`config.mk`:
```
export PLATFORM = sky130hd
export DESIGN_NAME = snd_lattice
export DESIGN_NICKNAME = d
export VERILOG_FILES = /design/src/rtl/snd_pkg.sv /design/src/rtl/snd_lattice.sv
export SDC_FILE = /design/constraint.sdc
export NUM_CORES = 2
export LEC_CHECK = 0
export BUFFER_PORTS_ARGS = -buffer_cell sky130_fd_sc_hd__buf_4
export CORE_UTILIZATION = 60
export CTS_BUF_LIST = sky130_fd_sc_hd__clkbuf_4 sky130_fd_sc_hd__clkbuf_8
export CTS_CLUSTER_SIZE = 24
export DETAILED_ROUTE_END_ITERATION = 16
export PLACE_DENSITY = 0.77
export SLEW_MARGIN = 20
export SYNTH_ARGS = -nofsm -noshare
export SYNTH_HDL_FRONTEND = slang
export SYNTH_SLANG_ARGS = --single-unit
export TNS_END_PERCENT = 50
```
`constraint.sdc`:
```
create_clock -name clk_i -period 28.6 [get_ports clk_i]
set_clock_uncertainty 0.05 [all_clocks]
set_input_delay 1.43 -clock clk_i [delete_from_list [all_inputs] [get_ports clk_i]]
set_output_delay 1.43 -clock clk_i [all_outputs]
set_load 0.005 [all_outputs]
```
`src/rtl/snd_pkg.sv`:
```
// Shared types, constants and helpers for the 2D simplex noise pipeline.
// No dependencies; imported by every snd_* module and the top level.
package snd_pkg;

  // Fixed-point formats
  localparam int FRAC_BITS = 16;                 // fractional bits of the coordinates
  localparam int TBL_AW    = 8;                  // permutation table address bits
  localparam int TBL_SIZE  = 2 ** TBL_AW;
  localparam int CELL_W    = 33 - FRAC_BITS;     // width of the floored cell index
  localparam int CRN_W     = CELL_W + 1;         // cell index plus one
  localparam int T_W       = 33;                 // unskew term width
  localparam int E_W       = 38;                 // raw corner offset width
  localparam int OFF_SH    = 30 - FRAC_BITS;     // Q(FRAC) to Q30 shift
  localparam int SC_W      = E_W + OFF_SH;

  localparam logic [31:0] SKEW_Q32   = 32'd1572067139;
  localparam logic [29:0] UNSKEW_Q32 = 30'd907633386;
  localparam logic [29:0] HALF_Q30   = 30'd536870912;
  localparam logic signed [30:0] RSQ2_Q30 = 31'sd759250125;
  localparam logic signed [SC_W-1:0] OFF_LIM = SC_W'(64'sd2147483647);

  // Item kind carried on tuser
  typedef enum logic {
    ACT_LOAD = 1'b0,
    ACT_EVAL = 1'b1
  } act_e;

  // Gradient codes: axis directions, then diagonals
  typedef enum logic [2:0] {
    GR_XP = 3'd0,
    GR_XN = 3'd1,
    GR_YP = 3'd2,
    GR_YN = 3'd3,
    GR_PP = 3'd4,
    GR_NP = 3'd5,
    GR_PN = 3'd6,
    GR_NN = 3'd7
  } grad_e;

  // Sideband that travels with an item through the lattice stages
  typedef struct packed {
    logic             vld;
    act_e             act;
    logic [TBL_AW-1:0] idx;
    logic [7:0]       val;
  } snd_side_t;

  // One corner: Q30 offsets and wrapped lattice coordinates
  typedef struct packed {
    logic signed [31:0] dx;
    logic signed [31:0] dy;
    logic [TBL_AW-1:0]  ci;
    logic [TBL_AW-1:0]  cj;
  } snd_crn_t;

  // Scale a raw offset to Q30 and clamp to +-(2^31-1)
  function automatic logic signed [31:0] sat_off(input logic signed [E_W-1:0] e);
    logic signed [SC_W-1:0] sc;
    sc = {e, {OFF_SH{1'b0}}};
    if (sc > OFF_LIM) begin
      sat_off = 32'sh7FFFFFFF;
    end else if (sc < -OFF_LIM) begin
      sat_off = -32'sh7FFFFFFF;
    end else begin
      sat_off = sc[31:0];
    end
  endfunction

endpackage

```
`src/rtl/snd_lattice.sv`:
```
// Skew, cell floor, unskew and corner offsets: five register stages.
// Depends on snd_pkg.
module snd_lattice (
  input  logic                      clk_i,
  input  logic                      rst_ni,
  input  logic                      en_i,
  input  snd_pkg::snd_side_t        side_i,
  input  logic signed [31:0]        x_i,
  input  logic signed [31:0]        y_i,
  output snd_pkg::snd_side_t        side_o,
  output snd_pkg::snd_crn_t         crn_o [3]
);
  import snd_pkg::*;

  snd_side_t side1_q, side2_q, side3_q, side4_q, side5_q;
  logic signed [31:0] x1_q, y1_q, x2_q, y2_q, x3_q, y3_q, x4_q, y4_q;
  logic signed [31:0] s1_q;
  logic signed [CELL_W-1:0] i2_q, j2_q, i3_q, j3_q, i4_q, j4_q;
  logic signed [T_W-1:0] t3_q [3];
  logic signed [T_W-1:0] t4_q [3];
  logic lower4_q;
  snd_crn_t crn5_q [3];

  // Stage 1: skew product
  logic signed [32:0] sxy;
  logic signed [64:0] ps;
  assign sxy = {x_i[31], x_i} + {y_i[31], y_i};
  assign ps  = sxy * $signed({1'b0, SKEW_Q32});

  // Stage 2: floored cell
  logic signed [32:0] xs, ys;
  assign xs = {x1_q[31], x1_q} + {s1_q[31], s1_q};
  assign ys = {y1_q[31], y1_q} + {s1_q[31], s1_q};

  // Stage 3: unskew products for corner sums 0, 1, 2
  logic signed [CELL_W:0] sij [3];
  logic signed [CELL_W+31:0] pt [3];
  for (genvar k = 0; k < 3; k++) begin : g_unskew
    assign sij[k] = {i2_q[CELL_W-1], i2_q} + {j2_q[CELL_W-1], j2_q} + (CELL_W+1)'(k);
    assign pt[k]  = sij[k] * $signed({1'b0, UNSKEW_Q32});
  end

  // Stage 4: triangle choice
  logic signed [E_W-1:0] x0, y0;
  assign x0 = E_W'(x3_q) - {{(E_W-CELL_W-FRAC_BITS){i3_q[CELL_W-1]}}, i3_q, {FRAC_BITS{1'b0}}}
            + E_W'(t3_q[0]);
  assign y0 = E_W'(y3_q) - {{(E_W-CELL_W-FRAC_BITS){j3_q[CELL_W-1]}}, j3_q, {FRAC_BITS{1'b0}}}
            + E_W'(t3_q[0]);

  // Stage 5: per-corner offsets
  logic signed [CRN_W-1:0] ci [3];
  logic signed [CRN_W-1:0] cj [3];
  logic signed [E_W-1:0]   ex [3];
  logic signed [E_W-1:0]   ey [3];
  for (genvar k = 0; k < 3; k++) begin : g_corner
    logic a, b;
    assign a = (k == 0) ? 1'b0 : (k == 2) ? 1'b1 : lower4_q;
    assign b = (k == 0) ? 1'b0 : (k == 2) ? 1'b1 : ~lower4_q;
    assign ci[k] = CRN_W'(i4_q) + CRN_W'(a);
    assign cj[k] = CRN_W'(j4_q) + CRN_W'(b);
    assign ex[k] = E_W'(x4_q)
                 - {{(E_W-CRN_W-FRAC_BITS){ci[k][CRN_W-1]}}, ci[k], {FRAC_BITS{1'b0}}}
                 + E_W'(t4_q[k]);
    assign ey[k] = E_W'(y4_q)
                 - {{(E_W-CRN_W-FRAC_BITS){cj[k][CRN_W-1]}}, cj[k], {FRAC_BITS{1'b0}}}
                 + E_W'(t4_q[k]);
  end

  // Sideband registers
  always_ff @(posedge clk_i or negedge rst_ni) begin
    if (!rst_ni) begin
      side1_q <= '0;
      side2_q <= '0;
      side3_q <= '0;
      side4_q <= '0;
      side5_q <= '0;
    end else if (en_i) begin
      side1_q <= side_i;
      side2_q <= side1_q;
      side3_q <= side2_q;
      side4_q <= side3_q;
      side5_q <= side4_q;
    end
  end

  // Datapath registers
  always_ff @(posedge clk_i) begin
    if (en_i) begin
      x1_q <= x_i;
      y1_q <= y_i;
      s1_q <= ps[63:32];
      x2_q <= x1_q;
      y2_q <= y1_q;
      i2_q <= xs[32:FRAC_BITS];
      j2_q <= ys[32:FRAC_BITS];
      x3_q <= x2_q;
      y3_q <= y2_q;
      i3_q <= i2_q;
      j3_q <= j2_q;
      for (int k = 0; k < 3; k++) begin
        t3_q[k] <= pt[k][T_W+31-FRAC_BITS:32-FRAC_BITS];
        t4_q[k] <= t3_q[k];
        crn5_q[k].dx <= sat_off(ex[k]);
        crn5_q[k].dy <= sat_off(ey[k]);
        crn5_q[k].ci <= ci[k][TBL_AW-1:0];
        crn5_q[k].cj <= cj[k][TBL_AW-1:0];
      end
      x4_q <= x3_q;
      y4_q <= y3_q;
      i4_q <= i3_q;
      j4_q <= j3_q;
      lower4_q <= (x0 > y0);
    end
  end

  assign side_o = side5_q;
  assign crn_o  = crn5_q;

endmodule

```
==> results.yml <==
status:
  status: "finished clean"
clock_network:
  clk_latency_ns: 0.91
  path_clk_slew_ns: 0.06
  postCtsHoldBufs: 0
  cts-root-buf: "clkbuf_8"
  htreeDepth: 4
  cts_max_path_buffers: 3
  cts_buffers: 145
  cts_tree: "yes"
  post_cts_buffers: 0
  cts_resized: 0
  clock_sinks: 847
floorplan:
  core_mm2: 0.163
  dieWidth_um: 406
  die_h_um: 406
  fp-row-count: 148
  ios: 343
  die_area_mm2: 0.165
  start_util_pct: 60.4
critical_path:
  path_class: "primary input to flop"
  cp_slowest_cell: "a311oi_1"
  worstSetupStartpointType: "primary input"
  arrival_ns: 13.76
  cpPeakStageDelay_ns: 1.06
  cp_common_cell: "fa_1"
  r2r_cells: 40
  end_kind: "flop"
  crit_fanout: 7
  rr_endpoint: "t3_q[0][65]"
  r2r_slack_ns: 16.46
  worstPathRequired_ns: 29.17
  r2r_start: "i2_q[0]"
final_layout:
  design_area_mm2: 0.106
  multi_input_area_mm2: 0.0635
  fillCellCount: 12900
  utilization_pct: 65.3
  fin_nets: 12500
  drive_above_1_share_pct: 8.37
  final-seq-area_mm2: 0.0250
  area_delta_synth_final_pct: 8.12
flow_run:
  maxCapViolCount: 0
drt:
  firstDrtPassIters: 8
  drc_errors: 0
  wl_per_cell_um: 25.5
  drt.antenna.violating_nets: 0
  drtIter0Drc: 6429
  vias: 70000
  via_per_inst: 5.81
  wl_um: 307000
timing:
  relSlewSlack_pct: 18.5
  timing.fmax_ghz: 0.0758
  fin_setup_tns_ns: 0
  fin_crit_ns: 13.19
  period_share_pct: 46.1
  setup_viol: 0
  tightest_slew_ns: 1.21
  rsz0062_at_grt: "no"
  finalWorstSetupSlack_ns: 15.41
  hold_violations: 0
  finalMaxSlewViolations: 0
logic_synthesis:
  synth_common_cells: "2,346 x inv_1, 1,456 x ha_1, 1,184 x fa_1, 757 x edfxtp_1, 383 x a21oi_1"
  avgSynthCellArea_um2: 10.5
  yosysMostFrequentCell: "inv_1"
  yosys.area.top_type: "fa_1"
  yosys_warnings: 0
  synth_cell_types: 89
  synth_area_mm2: 0.0981
  yosysTopAreaCellShare_pct: 24.2
  netlist_top_cells_area: "fa_1 24%, edfxtp_1 23%, ha_1 19%, inv_1 9.0%, xnor2_1 2.6%"
  ys_ff_latch: 847
  synth_enable_flop_cells: 757
  synth_flop_cell: "edfxtp_1"
  ys_async_sr_fraction_pct: 10.6
  syn-instance-count: 9351
  ys_seq_area_share_pct: 25.5
  syn-num-nets: 12100
grt:
  grt_max_degree: 152
  grt_pass1_wl_um: 450000
  overflow: 0
  grt_pass1_vias: 71200
  track_usage_pct: 37.8
  antenna_found_initial: 28
placement:
  gp_congestion: 1.06
  place_area_mm2: 0.103
  dp_slack_ns: 14.86
  dp.final_hpwl_um: 265000
  port_buffers: 342
worst_hold_path:
  hold-path-cell-count: 0
  hp-start: "x2_q[22]"
  min_to: "x3_q[22]"
  hp-class: "flop to flop"
-- flip-flops by register name, summed over array words and instances (netlist names), 18 cells and up --
name     cells
crn_o      168
s1_q        32
side1_q     18
side2_q     18
side3_q     18
side4_q     18
side_o      18
t3_q        99
t4_q        99
x1_q        32
x2_q        32
x3_q        32
x4_q        32
y1_q        32
y2_q        32
y3_q        32
y4_q        32
-- metal layers --
layer  track usage [%]  vias to the layer above  share of wire (%)
li1                  -                    31500                  -
met1              49.0                    34700                 40
met2              60.1                     3011                 46
met3              6.92                      700                7.8
met4              20.8                       20                6.4
met5                 0                        -              0.042
-- metrics by stage --
| step | hold slack [ns] | std cells |
|---|---|---|
| floorplan | 0.350 | 9351 |
| global placement | 0.351 | 11800 |
| detailed placement | 0.355 | 11800 |
| CTS | 0.320 | 12000 |
| global route | 0.342 | 12000 |
| finish | 0.339 | 12000 |
-- area by class of cell --
type / count / share of cell area (%)
clock buffers: 185 / 2.18
diodes: 11 / 0.0259
inverters: 2346 / 8.30
clock inverters: 61 / 0.528
well taps: 2175 / 2.56
multi-input cells: 5989 / 59.8
flip-flops and latches: 847 / 23.5
repair buffers: 422 / 3.01
-- cell families after synthesis --
family,after synthesis,synth area share [%]
compound gates,1419,9.46
xor+xnor,499,4.48
simple gates,1328,6.80
fa+ha+maj,2640,42.7
flops,847,25.5
mux,103,1.17
buf+inv,2515,9.90
-- worst max-delay path: cells and delay by family --
family	cells	cell delay, ns
simple gates	3	0.52
compound gates	16	5.49
fa+ha+maj	10	4.58
buf+inv	5	0.33
xor+xnor	3	1.39
-- layout by cell type, fill, tap and decap left out, types with 30 or more instances in the layout --
cell,instances
o21ai_0,283
edfxtp_1,757
a31oi_1,48
dfrtp_1,90
o21bai_1,51
o21a_1,88
nor3_1,98
xnor2_1,283
clkbuf_4,38
buf_4,418
or3_1,32
nor2b_1,70
nand2_1,263
nor2_1,341
ha_1,1456
mux2_2,94
nand3_1,132
fa_1,1184
nand2b_1,81
clkbuf_8,147
inv_1,2345
a211oi_1,47
and3_1,70
a21oi_1,383
xor2_1,206
nand4_1,80
o211ai_1,30
a21o_1,219
-- worst max-delay path by stage --
| stage | from | to | slack [ns] | cells past startpoint |
|---|---|---|---|---|
| final | x_i[8] | s1_q[31] | 15.41 | 37 |
| after global routing | x_i[9] | s1_q[31] | 15.00 | 37 |
| after CTS | x_i[8] | s1_q[31] | 15.78 | 37 |
| after detailed placement | x_i[1] | s1_q[31] | 14.86 | 38 |
| after global placement | x_i[8] | s1_q[31] | 15.01 | 37 |
| after floorplan | x_i[0] | s1_q[31] | 16.85 | 39 |
Power is not shown: default switching activity piles up to over one toggle a cycle in this logic, so the estimate is an artifact.
